**src/rtl/text_console_char_engine_macros.svh**
```systemverilog
// Assertion macros used by the text console character engine RTL.
`ifndef TEXT_CONSOLE_CHAR_ENGINE_MACROS_SVH
`define TEXT_CONSOLE_CHAR_ENGINE_MACROS_SVH

// Same-cycle implication, disabled while reset is asserted.
`define TCCE_ASSERT_IMP(name, clk, rst_n, ante, cons, msg) \
	name: assert property (@(posedge clk) disable iff (!rst_n) (ante) |-> (cons)) \
		else $error(msg);

// Next-cycle implication, disabled while reset is asserted.
`define TCCE_ASSERT_NXT(name, clk, rst_n, ante, cons, msg) \
	name: assert property (@(posedge clk) disable iff (!rst_n) (ante) |=> (cons)) \
		else $error(msg);

`endif

```
**src/rtl/tcce_pkg.sv**
```systemverilog
// Package with types and constants of the text console character engine.
`timescale 1ns / 1ps

package tcce_pkg;

	localparam int ROWS_DEF        = 25;
	localparam int COLUMNS_DEF     = 80;
	localparam int TAB_STOP_DEF    = 8;
	localparam int QUEUE_DEPTH_DEF = 2;

	localparam logic [15:0] BLANK_CELL  = 16'h0F20;
	localparam logic [7:0]  COLOR_RESET = 8'h0F;

	localparam logic OP_PUT  = 1'b0;
	localparam logic OP_READ = 1'b1;

	localparam logic [7:0] CH_BS       = 8'd8;
	localparam logic [7:0] CH_TAB      = 8'd9;
	localparam logic [7:0] CH_LF       = 8'd10;
	localparam logic [7:0] CH_FF       = 8'd12;
	localparam logic [7:0] CH_CR       = 8'd13;
	localparam logic [7:0] CH_PRINT_LO = 8'd32;
	localparam logic [7:0] CH_PRINT_HI = 8'd126;

	typedef struct packed {
		logic       operation;
		logic [7:0] char_byte;
		logic [4:0] read_row;
		logic [6:0] read_col;
	} in_item_t;

	typedef struct packed {
		logic [4:0]  cursor_row;
		logic [6:0]  cursor_col;
		logic [10:0] cursor_position;
		logic [7:0]  cell_char;
		logic [7:0]  cell_color;
		logic        scrolled;
	} out_item_t;

	typedef enum logic [2:0] {
		K_NOP,
		K_READ,
		K_BS,
		K_TAB,
		K_LF,
		K_FF,
		K_CR,
		K_PRINT
	} cmd_kind_t;

	typedef struct packed {
		cmd_kind_t  kind;
		logic [7:0] char_byte;
		logic [7:0] color;
		logic [4:0] read_row;
		logic [6:0] read_col;
	} cmd_t;

	typedef enum logic [1:0] {
		ST_SWEEP,
		ST_FINISH,
		ST_IDLE,
		ST_RDATA
	} state_t;

endpackage

```
**src/rtl/tcce_front.sv**
```systemverilog
// Front end: start handshake, color register and byte classification.
`timescale 1ns / 1ps

module tcce_front
	import tcce_pkg::*;
(
	input  logic       clk,
	input  logic       arst_n,
	input  logic       start,
	output logic       busy,
	input  in_item_t   item,
	input  logic       cfg_valid,
	output logic       cfg_ready,
	input  logic [7:0] cfg_data,
	input  logic       queue_full,
	input  logic       init_busy,
	output logic       push,
	output cmd_t       cmd
);

	logic [7:0] text_color_q;
	cmd_kind_t  kind;

	assign cfg_ready = 1'b1;
	assign busy      = queue_full || init_busy;
	assign push      = start && !busy;

	always_ff @(posedge clk or negedge arst_n) begin
		if (!arst_n) begin
			text_color_q <= COLOR_RESET;
		end else if (cfg_valid && cfg_ready) begin
			text_color_q <= cfg_data;
		end
	end

	always_comb begin
		kind = K_NOP;
		if (item.operation == OP_READ) begin
			kind = K_READ;
		end else begin
			case (item.char_byte)
				CH_BS: kind = K_BS;
				CH_TAB: kind = K_TAB;
				CH_LF: kind = K_LF;
				CH_FF: kind = K_FF;
				CH_CR: kind = K_CR;
				default: begin
					if (item.char_byte >= CH_PRINT_LO && item.char_byte <= CH_PRINT_HI) begin
						kind = K_PRINT;
					end else begin
						kind = K_NOP;
					end
				end
			endcase
		end
	end

	always_comb begin
		cmd.kind      = kind;
		cmd.char_byte = item.char_byte;
		cmd.color     = text_color_q;
		cmd.read_row  = item.read_row;
		cmd.read_col  = item.read_col;
	end

endmodule

```
**config.mk**
```make
export PLATFORM = sky130hd
export DESIGN_NAME = tcce_front
export DESIGN_NICKNAME = d
export VERILOG_FILES = /design/src/rtl/text_console_char_engine_macros.svh /design/src/rtl/tcce_pkg.sv /design/src/rtl/tcce_front.sv
export SDC_FILE = /design/constraint.sdc
export NUM_CORES = 1
export LEC_CHECK = 0
export BUFFER_PORTS_ARGS = -buffer_cell sky130_fd_sc_hd__buf_2
export CELL_PAD_IN_SITES_DETAIL_PLACEMENT = 1
export CELL_PAD_IN_SITES_GLOBAL_PLACEMENT = 1
export CORE_ASPECT_RATIO = 1.4
export CORE_MARGIN = 2
export CORE_UTILIZATION = 24
export CTS_BUF_LIST = sky130_fd_sc_hd__clkbuf_4
export CTS_CLUSTER_SIZE = 25
export DETAILED_ROUTE_END_ITERATION = 12
export GPL_TIMING_DRIVEN = 0
export PLACE_DENSITY_LB_ADDON = 0.3
export SLEW_MARGIN = 20
export SYNTH_ARGS = -nofsm -noshare
export SYNTH_HDL_FRONTEND = slang
export SYNTH_SLANG_ARGS = --single-unit
```
**constraint.sdc**
```tcl
create_clock -name clk -period 5.9 [get_ports clk]
set_clock_uncertainty 0.2 [all_clocks]
set_input_delay 1.18 -clock clk [delete_from_list [all_inputs] [get_ports clk]]
set_output_delay 1.18 -clock clk [all_outputs]
set_load 0.005 [all_outputs]
```
Word-level counts from Yosys, hierarchy flattened. Cells that the tools add are included.

Mux-type cells: 3. $lt $le $gt $ge: 2. Reductions and logical operators: 4. Eq/ne operators: 5.

Operator list (count): 8-bit by 4-bit == test with 1-bit output, second input constant (5); 3-bit one-hot mux with 5 select lines (1); 8-bit by 6-bit >= comparator with 1-bit output, second input constant (1); 8-bit by 7-bit <= comparator with 1-bit output, second input constant (1); 3-bit 2-to-1 mux (2); 1-bit logical AND (2); 1-bit logical NOT (1); 1-bit logical OR (1).

Flip-flop bits (word level): 8. Input port bits: 35. Logic and storage cells: 15.

Logic depth before layout (Yosys ltp).
Word-level depth: 5. Depth in mapped cells: 3. Depth with buffers taken out: 3.

Worst setup path before layout. No wires, ideal clock.

Kind: input port to output port. From: in item[18] (netlist name). To: out cmd[29] (netlist name). Slack: 2300 ps. Required time: 4520 ps. Cell stages on the path: 3. Path buffers: 0. Arrival time: 2220 ps. Cell sequence: or4b_4 -> or3_4 -> a21oi_1.

RTL lines: start: declaration (line tcce_front.sv:11) `input in_item_t item,`; end: declaration (line tcce_front.sv:18) `output cmd_t cmd`.

==> reports/results.ini <==
[global_routing]
grt_pass1_vias = 595
grt.total_usage_pct = 11.2
antenna_found_initial = 0
grt-ovfl-total = 0
grt_pass1_wl_um = 2510
grt_max_degree = 9

[floorplan]
die_y_um = 63.1
initial_core_util_pct = 25.1
die_area_um2 = 2920
core-area_um2 = 2390
rows = 21
fp.dieW_um = 46.2
io_pins = 69

[sta]
setup_viol = 0
period_minus_slack_ns = 3.88
tns_ns = 0
rsz0062_at_grt = no
drv_slew = 0
hold_viol = 0
clock.fmax_mhz = 258
fin_crit_sh_pct = 65.8

[logic_synthesis]
synthCells = 58
syn-num-nets = 93
ys_ff_latch = 8
ys_types = 21
netlist_area_um2 = 599
yosysWarnings = 0
synth_seq_area_share_pct = 34.2
synth_area_per_cell_um2 = 10.3

[placement]
dp_hpwl_um = 1470
port_buffers = 54
place_congestion = 0.744
dpl-instance-area_um2 = 912

[critical_path]
crit_slowest_cell = or4b_4
critPathArrivalTime_ns = 2.50
crit_type = in2out
worst_ep_required_time_ns = 4.52
endpoint_kind = output pin
slowest_delay_ns = 0.55
cp_max_fo = 4
r2r_setup_slack_ns = 4.95
r2r-end = text_color_q[6]
path_cells = buf_2 -> or4b_4 -> or3_4 -> a21oi_1 -> buf_2
rr_worst_depth = 1
startpoint = item[18]
cpMostUsedCell = buf_2
reg2reg_from = text_color_q[6]
startpoint_type = primary input

[final_layout]
mostFrequentLayoutCells = buf_2 (54), buf_4 (21), mux2_2 (8)
mostFrequentLayoutCell = buf_2
largest_register_ffs = 8
reg_top3 = text_color_q (8)
syn2layout_area_growth_pct = 55.9
fillers = 305
fin_nets = 152
drive_above_1_share_pct = 80.9
regArea_um2 = 205
largest-register = text_color_q
diodes = 0
multi_input_area_um2 = 221
final_area_um2 = 935

[clock_network]
clk_pin_slew_ns = 0.05
htree_levels = 1
cts_repair_resize_count = 0
cts_tree = done
cts_hold_buf = 0
cts_sinks = 8
insertion_delay_ns = 0.24
numCtsBuffers = 3
clock_path_buffers = 2
cts_root_buf = clkbuf_4
cts_setup_buffers = 0

[routing]
drt-vias-per-instance = 4.09
ant_nets = 0
avgRoutedWirePerCell_um = 10.9
dr.pass1.iters = 2
vias = 610
post-route-drc-count = 0
routed_wl_um = 1620
drtIter0Drc = 1

[run]
cap_violations = 0

[min_path]
hold_class = reg2reg
hp-start = text_color_q[5]
hold_depth = 1
hold_end = text_color_q[5]

[power]
powerDensity_nw_per_um2 = 167
total_leakage_power_nw = 0.501
irDropWorstVdd_mv = 0.0985
totalPowerFinal_uw = 156

[status]
status = complete, no violations

## per-layer routing
metal	vias to the layer above	global-route usage, %	wire [µm]
li1	290	-	-
met1	281	11.7	540
met2	39	21.0	902
met3	0	2.01	177
met4	0	3.21	0
met5	-	0	0
## stage by stage
| stage | hold slack [ns] | instances | utilization [%] | setup WS (ns) |
|---|---|---|---|---|
| final | 0.303 | 149 | 39.1 | 2.02 |
| after global routing | 0.329 | 149 | 39.1 | 1.95 |
| after CTS | 0.309 | 149 | 39.1 | 2.02 |
| after detailed placement | 0.296 | 146 | 38.1 | 2.03 |
| after global placement | 0.289 | 146 | 38.1 | 2.03 |
| after floorplan | 0.305 | 58 | - | 2.30 |
## cell type report
type | count | share of cell area, %
timing repair buffer | 54 | 28.9
multi-input combinational | 25 | 23.7
sequential | 8 | 22.0
buffer | 22 | 17.3
tap | 34 | 4.55
clock buffer | 3 | 2.41
inverter | 3 | 1.20
## how the worst max path moves through the flow
stage          endpoint  depth (start not counted)
6_report        cmd[29]                          5
5_1_grt         cmd[29]                          5
4_1_cts         cmd[29]                          5
3_5_place_dp    cmd[29]                          5
3_3_place_gp    cmd[28]                          5
2_1_floorplan   cmd[29]                          3
## synth_stat cells
cell      count  area, µm²
buf_4        21        158
mux2_2        8       90.1
dfrtp_1       4        100
dfstp_2       4        105
inv_1         3       11.3
a21oi_1       2       10.0
xnor2_1       2       17.5
a211o_1       1       8.76
clkbuf_1      1       3.75
conb_1        1       3.75
nand2b_1      1       6.26
nand3_1       1       5.00
nand4_1       1       6.26
nor2_1        1       3.75
o211ai_2      1       12.5
o221ai_1      1       8.76
o41ai_1       1       8.76
or2_1         1       6.26
or3_4         1       11.3
or3b_1        1       8.76
or4b_4        1       13.8
## kinds of logic after synthesis
group	synth area share, %
multiplexers	15.0
buffers and inverters	28.8
AND/OR/NAND/NOR	10.2
XOR/XNOR	2.92
other	0.626
flip-flops	34.2
AO/OA/AOI/OAI	8.14
## power breakdown
| part | switching [mW] | internal (mW) |
|---|---|---|
| sequential | 0.00267 | 0.0625 |
| clock | 0.0178 | 0.0232 |
| combinational | 0.0194 | 0.0307 |
## worst max-delay path, delay by kind of cell
kind | cells | cell delay [ns]
buffers and inverters | 2 | 0.25
AOI/OAI and AO/OA | 1 | 0.17
and+or+nand+nor | 2 | 0.90
Power figures use the tool's default switching activity.
