$ cat src/rtl/text_console_char_engine_macros.svh
// Assertion macros used by the text console character engine RTL.
`ifndef TEXT_CONSOLE_CHAR_ENGINE_MACROS_SVH
`define TEXT_CONSOLE_CHAR_ENGINE_MACROS_SVH

// Same-cycle implication, disabled while reset is asserted.
`define TCCE_ASSERT_IMP(name, clk, rst_n, ante, cons, msg) \
	name: assert property (@(posedge clk) disable iff (!rst_n) (ante) |-> (cons)) \
		else $error(msg);

// Next-cycle implication, disabled while reset is asserted.
`define TCCE_ASSERT_NXT(name, clk, rst_n, ante, cons, msg) \
	name: assert property (@(posedge clk) disable iff (!rst_n) (ante) |=> (cons)) \
		else $error(msg);

`endif

$ cat src/rtl/tcce_pkg.sv
// Package with types and constants of the text console character engine.
`timescale 1ns / 1ps

package tcce_pkg;

	localparam int ROWS_DEF        = 25;
	localparam int COLUMNS_DEF     = 80;
	localparam int TAB_STOP_DEF    = 8;
	localparam int QUEUE_DEPTH_DEF = 2;

	localparam logic [15:0] BLANK_CELL  = 16'h0F20;
	localparam logic [7:0]  COLOR_RESET = 8'h0F;

	localparam logic OP_PUT  = 1'b0;
	localparam logic OP_READ = 1'b1;

	localparam logic [7:0] CH_BS       = 8'd8;
	localparam logic [7:0] CH_TAB      = 8'd9;
	localparam logic [7:0] CH_LF       = 8'd10;
	localparam logic [7:0] CH_FF       = 8'd12;
	localparam logic [7:0] CH_CR       = 8'd13;
	localparam logic [7:0] CH_PRINT_LO = 8'd32;
	localparam logic [7:0] CH_PRINT_HI = 8'd126;

	typedef struct packed {
		logic       operation;
		logic [7:0] char_byte;
		logic [4:0] read_row;
		logic [6:0] read_col;
	} in_item_t;

	typedef struct packed {
		logic [4:0]  cursor_row;
		logic [6:0]  cursor_col;
		logic [10:0] cursor_position;
		logic [7:0]  cell_char;
		logic [7:0]  cell_color;
		logic        scrolled;
	} out_item_t;

	typedef enum logic [2:0] {
		K_NOP,
		K_READ,
		K_BS,
		K_TAB,
		K_LF,
		K_FF,
		K_CR,
		K_PRINT
	} cmd_kind_t;

	typedef struct packed {
		cmd_kind_t  kind;
		logic [7:0] char_byte;
		logic [7:0] color;
		logic [4:0] read_row;
		logic [6:0] read_col;
	} cmd_t;

	typedef enum logic [1:0] {
		ST_SWEEP,
		ST_FINISH,
		ST_IDLE,
		ST_RDATA
	} state_t;

endpackage

$ cat src/rtl/tcce_queue.sv
// Short command queue between the front end and the execution unit.
`timescale 1ns / 1ps

module tcce_queue
	import tcce_pkg::*;
#(
	parameter int DEPTH = QUEUE_DEPTH_DEF
) (
	input  logic clk,
	input  logic arst_n,
	input  logic push,
	input  cmd_t push_cmd,
	input  logic pop,
	output logic valid,
	output logic full,
	output cmd_t head
);

	localparam int PW = (DEPTH > 1) ? $clog2(DEPTH) : 1;
	localparam int NW = $clog2(DEPTH + 1);

	cmd_t          slots_q [DEPTH];
	logic [PW-1:0] wr_ptr_q;
	logic [PW-1:0] rd_ptr_q;
	logic [NW-1:0] cnt_q;

	assign valid = (cnt_q != '0);
	assign full  = (cnt_q == NW'(DEPTH));
	assign head  = slots_q[rd_ptr_q];

	always_ff @(posedge clk or negedge arst_n) begin
		if (!arst_n) begin
			wr_ptr_q <= '0;
			rd_ptr_q <= '0;
			cnt_q    <= '0;
		end else begin
			if (push) begin
				wr_ptr_q <= (wr_ptr_q == PW'(DEPTH - 1)) ? '0 : wr_ptr_q + PW'(1);
			end
			if (pop) begin
				rd_ptr_q <= (rd_ptr_q == PW'(DEPTH - 1)) ? '0 : rd_ptr_q + PW'(1);
			end
			if (push && !pop) begin
				cnt_q <= cnt_q + NW'(1);
			end else if (pop && !push) begin
				cnt_q <= cnt_q - NW'(1);
			end
		end
	end

	always_ff @(posedge clk) begin
		if (push) begin
			slots_q[wr_ptr_q] <= push_cmd;
		end
	end

endmodule

$ cat config.mk
export PLATFORM = sky130hd
export DESIGN_NAME = tcce_queue
export DESIGN_NICKNAME = d
export VERILOG_FILES = /design/src/rtl/text_console_char_engine_macros.svh /design/src/rtl/tcce_pkg.sv /design/src/rtl/tcce_queue.sv
export SDC_FILE = /design/constraint.sdc
export NUM_CORES = 1
export LEC_CHECK = 0
export ABC_AREA = 0
export BUFFER_PORTS_ARGS = -buffer_cell sky130_fd_sc_hd__buf_2
export CAP_MARGIN = 20
export CORE_ASPECT_RATIO = 2
export CORE_MARGIN = 2
export CORE_UTILIZATION = 25
export DETAILED_ROUTE_END_ITERATION = 12
export HOLD_SLACK_MARGIN = 0.03
export PLACE_DENSITY = 0.46
export RECOVER_POWER = 100
export SLEW_MARGIN = 20
export SYNTH_ARGS = -nofsm -noshare
export SYNTH_HDL_FRONTEND = slang
export SYNTH_SLANG_ARGS = --single-unit
$ cat constraint.sdc
create_clock -name clk -period 2.8 [get_ports clk]
set_input_delay 0.14 -clock clk [delete_from_list [all_inputs] [get_ports clk]]
set_output_delay 0.14 -clock clk [all_outputs]
set_load 0.03 [all_outputs]
Word-level counts from Yosys, hierarchy flattened
Memories as Yosys holds them, arrays and structs flattened.
Index checks and enable logic that the tools add are counted.

storage, ports and cells
  flip-flop bits (word level) = 4
  memory bits (writable) = 62
  input bits = 35
  memories kept = 1

memory list
  memory   depth  width  rd ports  clocked after Yosys merged registers in  write ports  line              text
  slots_q  2      31     1         0                                        1            tcce_queue.sv:22  cmd_t slots_q [DEPTH];

cells by class
  add/subtract/negate cells = 4
  equality and inequality tests = 1
  multiplexer cells = 6
  reductions and logical operators = 6

operators by type and width
  cell                   count
  $mux W1                4
  $mux W2                2
  $reduce_bool A2 Y1     2
  $add A1 B1 Y1 const B  2
  $add A2 B1 Y2 const B  1
  $eq A2 B2 Y1 const B   1
  $logic_and A1 B1 Y1    2
  $logic_not A1 Y1       2
  $sub A2 B1 Y2 const B  1

Logic depth before layout (Yosys ltp)
  depth after elaboration = 4
  depth in mapped cells = 5
  mapped depth without buffers = 5

Worst setup path after synthesis
Ideal clock, no wire load.

  path type = register to register
  from = reg wr_ptr_q
  to = mem slots_q[0][0] in the netlist's numbering (enable)
  data arrival time = 1.798 ns
  setup slack = 0.579 ns
  cell stages (with the launch flop) = 2
  path buffers = 0
  cells stage by stage = dfrtp_1 -> nor2b_1

RTL lines
  item                    line              text
  from (decl)             tcce_queue.sv:23  logic [PW-1:0] wr_ptr_q;
  from (signal assigned)  tcce_queue.sv:38  wr_ptr_q <= (wr_ptr_q == PW'(DEPTH - 1)) ? '0 : wr_ptr_q + PW'(1);
  to (decl)               tcce_queue.sv:22

Straight into the memory's write port.

==> summary.md <==
| Metric | Value |
|---|---|
| Outcome | `complete, but fails checks` |
| Violated checks | `max-capacitance violations, max-slew violations` |
| Layout cells sized above 1 | `26.4%` |
| 1st-iter DRT viols | `47` |
| Tmin final | `2140 ps` |
| RSZ-0062 raised after global routing | `false` |
| Mean Syn Cell Area | `22.8 um^2` |
| Worst Path Arrival | `2000 ps` |
| Via count | `1380` |
| Largest net degree at the start of global routing | `32` |
| Synthesis-stage register bit count | `66` |
| Worst setup EP type | `primary output` |
| Worst Skew | `8.25 ps` |
| CP startpoint | `rd_ptr_q` |
| Max Cap Violations | `1` |
| H-tree depth | `3` |
| Antenna violations before repair | `0` |
| Die width | `75.8 um` |
| Setup violations, final | `0` |
| Number of vias per cell | `3.81` |
| WHS | `41.9 ps` |
| Maximum clock path buffer count | `2` |
| Grt ovf | `0` |
| Cells resized by post-CTS repair | `0` |
| PwrDens | `1080 nW/um^2` |
| CP Capture Point | `head[11]` |
| Worst-Skew Late Latency | `330 ps` |
| Highest clock rate | `0.468 GHz` |
| Slew HR | `-2.00%` |
| I/O pin cnt | `68` |
| R2R Path Start | `wr_ptr_q` |
| Final slew viol count | `32` |
| Setup tns final | `0 ps` |
| Final hold vios | `0` |
| CTS tree | `yes` |
| # DRC | `0` |
| Yosys cell types | `14` |
| Worst Path Max Fanout | `18` |
| CTS Buf Count | `9` |
| DR WL/cell | `12.9 um` |
| Peak VDD IR | `0.000533 V` |
| Initial Util | `25.6%` |
| Fin nets | `258` |
| Setup CP Type | `reg -> out` |
| ANT nets after route | `0` |
| Pleak | `1.33 nW` |
| PortBufs | `67` |
| Dpl hpwl | `3060 um` |
| Core Area | `10100 um^2` |
| DR pass1 iterations | `4` |
| CTS root buf | `clkbuf_16` |
| Vias in the first global route | `1574` |
| FF-to-FF setup slack | `820 ps` |
| Total number of yosys warnings | `0` |
| # rows | `52` |
| Layout area overhead | `40.0%` |
| Clock Sinks | `66` |
| Register-to-Register Path Depth | `1` |
| Slew @ Worst Pin | `1530 ps` |
| First-pass GRT wire length | `7330 um` |
| CP Launch Type | `register` |
| Die height | `148 um` |
| Ant. Diodes | `0` |
| Synthesized cell area | `2580 um^2` |
| Post-Synthesis Cells | `113` |
| Final period util | `76.4%` |
| Die ar. | `11200 um^2` |
| Reg2reg end | `slots_q[1][30]` |
| Total GRT Usage | `9.24%` |
| Syn nets | `149` |
| Total wire length | `4680 um` |
| Sequential area share after synthesis | `76.0%` |
| Cts hold-fix bufs | `33` |
| Fillers | `972` |
| CTS clk-pin slew, worst paths | `60 ps` |
| HP Class | `in -> reg` |
| Setup Buffers After CTS | `0` |
| Gp weighted congestion | `0.653` |
| Worst path required time | `2660 ps` |
==> how the worst min path moves through the flow <==
| stage | start | depth (start not counted) | slack, ps | to |
|---|---|---|---|---|
| 2_1_floorplan | arst_n | 0 | -160 | cnt_q[0] |
| 3_3_place_gp | arst_n | 1 | -50 | cnt_q[1] |
| 3_5_place_dp | arst_n | 1 | -50 | cnt_q[1] |
| 4_1_cts | push | 2 | 40 | wr_ptr_q |
| 5_1_grt | push | 2 | 40 | wr_ptr_q |
| 6_report | push | 2 | 40 | wr_ptr_q |
==> synthesized netlist by cell type <==
| master | number | area share [%] |
|---|---|---|
| or2_2 | 1 | 0.24 |
| mux2_2 | 2 | 0.87 |
| nor2b_1 | 2 | 0.48 |
| and2_1 | 1 | 0.24 |
| buf_6 | 1 | 0.44 |
| nor2_1 | 1 | 0.15 |
| xor2_1 | 4 | 1.4 |
| dfrtp_1 | 4 | 3.9 |
| inv_1 | 1 | 0.15 |
| edfxtp_1 | 62 | 72 |
| buf_12 | 3 | 2.3 |
| xnor2_1 | 1 | 0.34 |
| mux2_4 | 29 | 17 |
| ha_1 | 1 | 0.48 |
==> report_power, final <==
| group | leakage (nW) | internal (W) | switching [W] |
|---|---|---|---|
| clock network | 0.166 | 0.000863 | 0.000379 |
| registers | 0.629 | 0.00132 | 0.000109 |
| logic | 0.537 | 0.000457 | 0.000753 |
| total | 1.33 | 0.00264 | 0.00124 |
==> worst max-delay path, stage by stage (launching register included) <==
cell      delay (ps)
dfrtp_1          840
buf_12           270
mux2_2           350
clkbuf_1         210
==> cell families (layout without fill, tap and decap cells) <==
group / count (synthesis) / after routing / share of synthesized area [%]
adders and majority gates: 1 / 1 / 0.485
muxes: 31 / 31 / 17.7
DFF: 66 / 66 / 76.0
xor gates and xnor gates: 5 / 5 / 1.70
buffers and inverters: 5 / 119 / 2.91
and+or+nand+nor: 5 / 5 / 1.12
==> metal layers <==
layer / track usage, % / up-vias / wire (um)
met3: 4.29 / 8 / 353
met2: 15.3 / 51 / 2470
met1: 9.01 / 667 / 1720
li1: - / 654 / -
met4: 5.26 / 0 / 134
met5: 0 / - / 0
==> layout make-up <==
type                    instances  area (um^2)  share of cell area (%)
multi-input cells              42          508                    14.1
well taps                     135          169                    4.68
clock buffers                  10          229                    6.34
inverters                       1         3.75                   0.104
clock inverters                 6          105                    2.91
flip-flops and latches         66         1960                    54.3
repair buffers                102          634                    17.6
==> state kept, by name (all words and copies together), names as in the netlist <==
register  count
slots_q      62
rd_ptr_q      1
wr_ptr_q      1
cnt_q         2
==> layout by cell type (no fill, tap or decap) <==
master	n
clkbuf_2	1
mux2_2	2
nor2b_2	1
edfxtp_1	62
bufinv_16	3
or2_2	1
ha_1	1
xnor2_1	1
dlygate4sd3_1	33
clkinv_2	3
clkbuf_16	9
xor2_1	4
buf_2	19
mux2_4	19
nor2b_1	1
mux2_1	10
nor2_1	1
buf_12	1
buf_4	1
dfrtp_1	4
clkbuf_1	48
inv_1	1
and2_1	1
==> metrics by stage <==
stage          power, W  std cells  setup WS (ps)  area [um^2]  util [%]
3_3_place_gp    0.00277        313           1170         3050      30.2
5_1_grt         0.00407        362            545         3610      35.8
2_1_floorplan   0.00251        113            579         2580         -
3_5_place_dp    0.00277        313           1170         3050      30.2
4_1_cts         0.00407        362            821         3710      36.8
6_report        0.00388        362            662         3610      35.8
(Power assumes the default switching activity.)
